## src/rtl/shash_pkg.sv

```systemverilog
// Shared types, constants and round functions for the SHA-256 stream hasher.
// No dependencies.
package shash_pkg;

    localparam logic [5:0] FILL_LAST  = 6'd63;
    localparam logic [5:0] LEN_OFFSET = 6'd56;
    localparam logic [5:0] RND_LAST   = 6'd63;
    localparam logic [2:0] OUT_LAST   = 3'd7;
    localparam logic [7:0] PAD_MARK   = 8'h80;
    localparam logic [63:0] BITS_PER_BYTE = 64'd8;

    localparam logic [31:0] IV [8] = '{
        32'h6a09e667, 32'hbb67ae85, 32'h3c6ef372, 32'ha54ff53a,
        32'h510e527f, 32'h9b05688c, 32'h1f83d9ab, 32'h5be0cd19
    };

    localparam logic [31:0] K_TAB [64] = '{
        32'h428a2f98, 32'h71374491, 32'hb5c0fbcf, 32'he9b5dba5,
        32'h3956c25b, 32'h59f111f1, 32'h923f82a4, 32'hab1c5ed5,
        32'hd807aa98, 32'h12835b01, 32'h243185be, 32'h550c7dc3,
        32'h72be5d74, 32'h80deb1fe, 32'h9bdc06a7, 32'hc19bf174,
        32'he49b69c1, 32'hefbe4786, 32'h0fc19dc6, 32'h240ca1cc,
        32'h2de92c6f, 32'h4a7484aa, 32'h5cb0a9dc, 32'h76f988da,
        32'h983e5152, 32'ha831c66d, 32'hb00327c8, 32'hbf597fc7,
        32'hc6e00bf3, 32'hd5a79147, 32'h06ca6351, 32'h14292967,
        32'h27b70a85, 32'h2e1b2138, 32'h4d2c6dfc, 32'h53380d13,
        32'h650a7354, 32'h766a0abb, 32'h81c2c92e, 32'h92722c85,
        32'ha2bfe8a1, 32'ha81a664b, 32'hc24b8b70, 32'hc76c51a3,
        32'hd192e819, 32'hd6990624, 32'hf40e3585, 32'h106aa070,
        32'h19a4c116, 32'h1e376c08, 32'h2748774c, 32'h34b0bcb5,
        32'h391c0cb3, 32'h4ed8aa4a, 32'h5b9cca4f, 32'h682e6ff3,
        32'h748f82ee, 32'h78a5636f, 32'h84c87814, 32'h8cc70208,
        32'h90befffa, 32'ha4506ceb, 32'hbef9a3f7, 32'hc67178f2
    };

    typedef enum logic [4:0] {
        ST_IDLE  = 5'b00001,
        ST_PAD   = 5'b00010,
        ST_ROUND = 5'b00100,
        ST_FOLD  = 5'b01000,
        ST_OUT   = 5'b10000
    } t_state;

    // Sequencer controls to the schedule and round units.
    typedef struct packed {
        logic       shift_byte;
        logic [7:0] byte_val;
        logic       shift_word;
        logic       start;
        logic       round;
        logic       fold;
        logic       init;
        logic [5:0] rnd;
    } t_ctl;

    function automatic logic [31:0] f_bsig0(input logic [31:0] x);
        return {x[1:0], x[31:2]} ^ {x[12:0], x[31:13]} ^ {x[21:0], x[31:22]};
    endfunction

    function automatic logic [31:0] f_bsig1(input logic [31:0] x);
        return {x[5:0], x[31:6]} ^ {x[10:0], x[31:11]} ^ {x[24:0], x[31:25]};
    endfunction

    function automatic logic [31:0] f_ssig0(input logic [31:0] x);
        return {x[6:0], x[31:7]} ^ {x[17:0], x[31:18]} ^ {3'b000, x[31:3]};
    endfunction

    function automatic logic [31:0] f_ssig1(input logic [31:0] x);
        return {x[16:0], x[31:17]} ^ {x[18:0], x[31:19]} ^ {10'b0, x[31:10]};
    endfunction

endpackage

```

## src/rtl/shash_sched.sv

```systemverilog
// Block buffer and message schedule: 16-word shift line, loaded a byte at a
// time, then shifted a word per round. Depends on shash_pkg.
module shash_sched
    import shash_pkg::*;
(
    input  logic        i_clk,
    input  t_ctl        i_ctl,
    output logic [31:0] o_w
);

    logic [511:0] r_blk;
    logic [31:0]  w_new;

    // Word 0 (oldest) sits at the top; taps at words 1, 9 and 14.
    assign o_w   = r_blk[511:480];
    assign w_new = f_ssig1(r_blk[63:32]) + r_blk[223:192]
                 + f_ssig0(r_blk[479:448]) + r_blk[511:480];

    always_ff @(posedge i_clk) begin
        if (i_ctl.shift_byte) begin
            r_blk <= {r_blk[503:0], i_ctl.byte_val};
        end else if (i_ctl.shift_word) begin
            r_blk <= {r_blk[479:0], w_new};
        end
    end

endmodule

```

## src/rtl/shash_round.sv

```systemverilog
// Compression round unit: working variables a..h, one round per cycle,
// and the eight chaining hash words. Depends on shash_pkg.
module shash_round
    import shash_pkg::*;
(
    input  logic        i_clk,
    input  logic        i_rst_n,
    input  t_ctl        i_ctl,
    input  logic [31:0] i_w,
    input  logic [2:0]  i_sel,
    output logic [31:0] o_hash
);

    logic [31:0] r_h [8];
    logic [31:0] r_v [8];
    logic [31:0] t1;
    logic [31:0] t2;

    always_comb begin
        t1 = r_v[7] + f_bsig1(r_v[4]) + ((r_v[4] & r_v[5]) ^ (~r_v[4] & r_v[6]))
           + K_TAB[i_ctl.rnd] + i_w;
        t2 = f_bsig0(r_v[0]) + ((r_v[0] & r_v[1]) ^ (r_v[0] & r_v[2]) ^ (r_v[1] & r_v[2]));
    end

    assign o_hash = r_h[i_sel];

    always_ff @(posedge i_clk) begin
        if (!i_rst_n || i_ctl.init) begin
            for (int i = 0; i < 8; i++) r_h[i] <= IV[i];
        end else if (i_ctl.fold) begin
            for (int i = 0; i < 8; i++) r_h[i] <= r_h[i] + r_v[i];
        end
    end

    always_ff @(posedge i_clk) begin
        if (i_ctl.start) begin
            for (int i = 0; i < 8; i++) r_v[i] <= r_h[i];
        end else if (i_ctl.round) begin
            r_v[7] <= r_v[6];
            r_v[6] <= r_v[5];
            r_v[5] <= r_v[4];
            r_v[4] <= r_v[3] + t1;
            r_v[3] <= r_v[2];
            r_v[2] <= r_v[1];
            r_v[1] <= r_v[0];
            r_v[0] <= t1 + t2;
        end
    end

endmodule

```

## src/rtl/sha256_stream_hasher.sv

```systemverilog
// Byte-serial SHA-256: each byte transaction shifts one byte into the block; the 64th byte
// of a block starts the rounds and then the fold (one round per cycle in the round unit).
// Finish: pad bytes to the end of the block, rounds and fold, repeated for a second block
// when the length spills into it, then 8 digest words, one per output transaction.
// Synchronous active-low reset: idle, empty message, hash words at the initial values.
// Depends on shash_pkg, shash_sched, shash_round.
module sha256_stream_hasher
    import shash_pkg::*;
(
    input  logic        i_clk,
    input  logic        i_rst_n,
    input  logic        i_valid,
    output logic        o_stall,
    input  logic        i_kind,
    input  logic [7:0]  i_byte_value,
    output logic        o_valid,
    input  logic        i_stall,
    output logic [31:0] o_digest_word,
    output logic [2:0]  o_word_index,
    output logic        o_last
);

    t_state      r_state, n_state;
    logic [5:0]  r_fill, n_fill;
    logic [63:0] r_bits, n_bits;
    logic [63:0] r_len, n_len;
    logic [5:0]  r_rnd, n_rnd;
    logic [2:0]  r_oidx, n_oidx;
    logic        r_mark, n_mark;
    logic        r_lenblk, n_lenblk;
    logic        r_fin, n_fin;
    t_ctl        ctl;
    logic [31:0] w_cur;
    logic [7:0]  len_byte;
    logic [7:0]  pad_byte;

    // Length goes out big-endian in bytes 56..63 of the final block.
    assign len_byte = r_len[{~r_fill[2:0], 3'b000} +: 8];
    assign pad_byte = r_mark ? PAD_MARK :
                      ((r_lenblk && (r_fill >= LEN_OFFSET)) ? len_byte : 8'h00);

    always_comb begin
        n_state  = r_state;
        n_fill   = r_fill;
        n_bits   = r_bits;
        n_len    = r_len;
        n_rnd    = r_rnd;
        n_oidx   = r_oidx;
        n_mark   = r_mark;
        n_lenblk = r_lenblk;
        n_fin    = r_fin;
        ctl      = '0;
        ctl.rnd  = r_rnd;
        unique case (r_state)
            ST_IDLE: begin
                if (i_valid) begin
                    if (!i_kind) begin
                        ctl.shift_byte = 1'b1;
                        ctl.byte_val   = i_byte_value;
                        n_fill = r_fill + 6'd1;
                        n_bits = r_bits + BITS_PER_BYTE;
                        if (r_fill == FILL_LAST) begin
                            ctl.start = 1'b1;
                            n_rnd     = '0;
                            n_state   = ST_ROUND;
                        end
                    end else begin
                        n_mark   = 1'b1;
                        n_lenblk = (r_fill < LEN_OFFSET);
                        n_len    = r_bits;
                        n_fin    = 1'b1;
                        n_state  = ST_PAD;
                    end
                end
            end
            ST_PAD: begin
                ctl.shift_byte = 1'b1;
                ctl.byte_val   = pad_byte;
                n_mark = 1'b0;
                n_fill = r_fill + 6'd1;
                if (r_fill == FILL_LAST) begin
                    ctl.start = 1'b1;
                    n_rnd     = '0;
                    n_state   = ST_ROUND;
                end
            end
            ST_ROUND: begin
                ctl.round      = 1'b1;
                ctl.shift_word = 1'b1;
                n_rnd = r_rnd + 6'd1;
                if (r_rnd == RND_LAST) begin
                    n_state = ST_FOLD;
                end
            end
            ST_FOLD: begin
                ctl.fold = 1'b1;
                if (!r_fin) begin
                    n_state = ST_IDLE;
                end else if (r_lenblk) begin
                    n_oidx  = '0;
                    n_state = ST_OUT;
                end else begin
                    // padding overflowed: length goes into a second block
                    n_lenblk = 1'b1;
                    n_state  = ST_PAD;
                end
            end
            ST_OUT: begin
                if (!i_stall) begin
                    n_oidx = r_oidx + 3'd1;
                    if (r_oidx == OUT_LAST) begin
                        ctl.init = 1'b1;
                        n_fill   = '0;
                        n_bits   = '0;
                        n_fin    = 1'b0;
                        n_state  = ST_IDLE;
                    end
                end
            end
            default: begin
                n_state = ST_IDLE;
            end
        endcase
    end

    always_ff @(posedge i_clk) begin
        if (!i_rst_n) begin
            r_state  <= ST_IDLE;
            r_fill   <= '0;
            r_bits   <= '0;
            r_rnd    <= '0;
            r_oidx   <= '0;
            r_mark   <= 1'b0;
            r_lenblk <= 1'b0;
            r_fin    <= 1'b0;
        end else begin
            r_state  <= n_state;
            r_fill   <= n_fill;
            r_bits   <= n_bits;
            r_rnd    <= n_rnd;
            r_oidx   <= n_oidx;
            r_mark   <= n_mark;
            r_lenblk <= n_lenblk;
            r_fin    <= n_fin;
        end
    end

    always_ff @(posedge i_clk) begin
        r_len <= n_len;
    end

    shash_sched u_sched (
        .i_clk (i_clk),
        .i_ctl (ctl),
        .o_w   (w_cur)
    );

    shash_round u_round (
        .i_clk   (i_clk),
        .i_rst_n (i_rst_n),
        .i_ctl   (ctl),
        .i_w     (w_cur),
        .i_sel   (r_oidx),
        .o_hash  (o_digest_word)
    );

    assign o_stall      = (r_state != ST_IDLE);
    assign o_valid      = (r_state == ST_OUT);
    assign o_word_index = r_oidx;
    assign o_last       = (r_oidx == OUT_LAST);

endmodule

```

## config.mk

```make
export PLATFORM = sky130hd
export DESIGN_NAME = sha256_stream_hasher
export DESIGN_NICKNAME = d
export VERILOG_FILES = /design/src/rtl/shash_pkg.sv /design/src/rtl/shash_sched.sv /design/src/rtl/shash_round.sv /design/src/rtl/sha256_stream_hasher.sv
export SDC_FILE = /design/constraint.sdc
export NUM_CORES = 2
export LEC_CHECK = 0
export ABC_AREA = 1
export BUFFER_PORTS_ARGS = -buffer_cell sky130_fd_sc_hd__buf_4
export CORE_ASPECT_RATIO = 1.2
export CORE_MARGIN = 3
export CORE_UTILIZATION = 40
export DETAILED_ROUTE_END_ITERATION = 10
export PLACE_DENSITY = 0.62
export SETUP_SLACK_MARGIN = 0.2
export SYNTH_ARGS = -nofsm -noshare
export SYNTH_HDL_FRONTEND = slang
export SYNTH_SLANG_ARGS = --single-unit
```

## constraint.sdc

```tcl
create_clock -name i_clk -period 29.4 [get_ports i_clk]
set_input_delay 7.35 -clock i_clk [delete_from_list [all_inputs] [get_ports i_clk]]
set_output_delay 7.35 -clock i_clk [all_outputs]
set_load 0.01 [all_outputs]
```

==> results.md <==
- Status: finished, final reports clean
- Most frequent cells in the layout: 3,275 x nand2_1, 1,090 x inv_1, 1,085 x edfxtp_1
- Final net count: 10,966
- Die Span Y: 505.5 um
- Total clock sinks: 1,172
- Final Cell Area: 90,500 um^2
- Mapped Nets: 11,118
- Clk_lat worst skew: 0.85 ns
- Max-cap violations: 0
- Area after DPL: 85,920 um^2
- RSZ-0062 raised after global routing: no
- Crit path required time: 22.05 ns
- Clock buffer count from CTS: 136
- Number of fill cells: 20,857
- Final ANT Viol Nets: 0
- Yosys top cell by area: edfxtp_1
- Clock Tree Root: clkbuf_16
- Core Util, Final: 43.96%
- PostCTS Resize Cnt: 0
- Crit end category: output port
- Worst Setup Start Kind: flip-flop
- Pin count of the biggest net entering global routing: 188
- Cell Rows: 182
- DRC viols: 0
- Dpl ws: 16.83 ns
- FFs w/ async S/R, synth: 0%
- IO Count: 51
- Share of post-route cells with drive strength above 1: 4.135%
- Antenna violations before repair: 5
- Die ar.: 213,500 um^2
- First-pass GRT wire length: 499,200 um
- Vias: 74,900
- DR iter-0 viols: 7,549
- Avg Cell Area, Syn: 7.910 um^2
- Seq/Total Area, Yosys: 41.27%
- Peak supply drop: 0.05357 mV
- Netlist cell types: 61
- Maximum clock insertion buffer count: 3
- Setup TNS: 0 ns
- RD Place Congestion: 1.044
- Final Hold Viols: 0
- Vias/cell: 5.659
- Grt ovf: 0
- Worst hold path class: flip-flop to flip-flop
- Total power: 6.823 mW
- Final Slew Violations: 0
- DR WL/cell: 26.55 um
- Final setup margin: 17.64 ns
- Worst Skew: 0.04931 ns
- Critical path arrival: 4.41 ns
- Core area: 205,900 um^2
- Setup violators final: 0
- Synth area leaders: edfxtp_1 39%, nand2_1 15%, ha_1 5.9%
- Starting Density: 40.40%
- Clock slew at reported path FFs: 0.07 ns
- Crit Path Max Fanout: 66
- Leakage: 36.91 nW
- Critical path type: flip-flop to output port
- Gr usage total: 31.96%
- Post-CTS Setup Repair Bufs: 0
- Pwr dens: 75.39 nW/um^2
- Buffers on Ports: 50
- CTS tree: yes
- Synth Register Bits: 1,172
- Synth top area share: 39.17%
- Initial DRT Pass Iterations: 6
- Final wirelength: 351,400 um
- Commonest non-fill, non-tap cell in the layout: nand2_1
- Fmax: 0.08503 GHz
- Synth warnings: 0
- H-tree levels: 4
- Hpwl dp: 276,100 um
- Vias in the first global route: 72,630
- Final Cycle Share: 40.00%
- Mapped Area: 83,170 um^2
- Cells after synthesis: 10,515
- Worst slew pin tran: 1.252 ns
- Final worst path period need: 11.76 ns
- Number of synthesized flops with an enable pin: 1,085
- Main synth FF type: edfxtp_1
- Area grow syn2layout: 8.811%
- Hold_buf cts: 0
- Die Wd: 422.3 um
- Slew HR: 16.13%
routing by layer:
metal  GRT usage, %  part of all wire, %
met4          27.47                   11
met3          4.523                  6.0
met2          55.31                   48
met5              0               0.0057
met1          34.24                   35
metrics by stage:
step	std cells	hold slack (ns)
after global routing	13233	0.4769
final	13235	0.4624
after floorplan	10515	0.4064
after global placement	12985	0.4328
after detailed placement	12985	0.4414
after CTS	13232	0.4620
cell families after synthesis:
logic type | count (synthesis) | share of synthesized area [%]
compound gates | 2004 | 13.42
xor+xnor | 375 | 3.949
fa+ha+maj | 611 | 10.89
buf+inv | 1529 | 7.120
flops | 1172 | 41.27
simple gates | 4824 | 23.35
final timing paths:
check / startpoint / endpoint / slack (ns) / cells after the start
setup / recovery: flip-flop / o_digest_word[17] / 17.64 / 8
hold reg to reg: r_bits[20] / r_len[20] / 0.46 / 0
setup reg to reg: r_rnd[1] / u_round.r_v[0][22] / 18.75 / 34
hold / removal: r_bits[20] / r_len[20] / 0.46 / 0
cell usage after synthesis, types with 98 or more instances:
master and count:
inv_1 1094, ha_1 395, xor2_1 212, edfxtp_1 1085, nand4_1 121, xnor2_1 163, a21oi_1 731, fa_1 195
nor2_1 791, nand3_1 431, buf_2 98, nand2_1 3277, clkbuf_1 286, o21ai_0 786
critical path, cell delays in order (launching register included):
cell and delay [ns]:
dfxtp_4 0.74, buf_4 0.66, inv_1 0.08, buf_4 0.31
nor2_1 0.18, o21ai_0 0.31, a21oi_1 0.63, a31oi_1 0.19
buf_4 0.20
sequential cells by signal, indices dropped and copies added, names as in the netlist, 3 cells and up, named ones only:
name	count
r_bits	61
o_word_index	3
r_len	61
r_rnd	6
u_round.r_v	256
u_round.r_h	256
u_sched.r_blk	512
r_fill	6
r_state	5
power by group:
part           internal [mW]  switching [mW]
clock                  0.980           0.789
sequential              2.04           0.140
combinational          0.912            1.97
total                   3.93            2.90
cell type report:
cell class	count	area (um^2)	area share, %
multi-input combinational	7814	42950	47.46
antenna	3	7.507	0.008295
clock inverter	83	965.9	1.067
timing repair buffer	130	1001	1.106
tap	2760	3453	3.816
clock buffer	164	3601	3.979
inverter	1109	4184	4.623
sequential	1172	34330	37.94
Note: power is estimated with default switching activity, not from simulation.
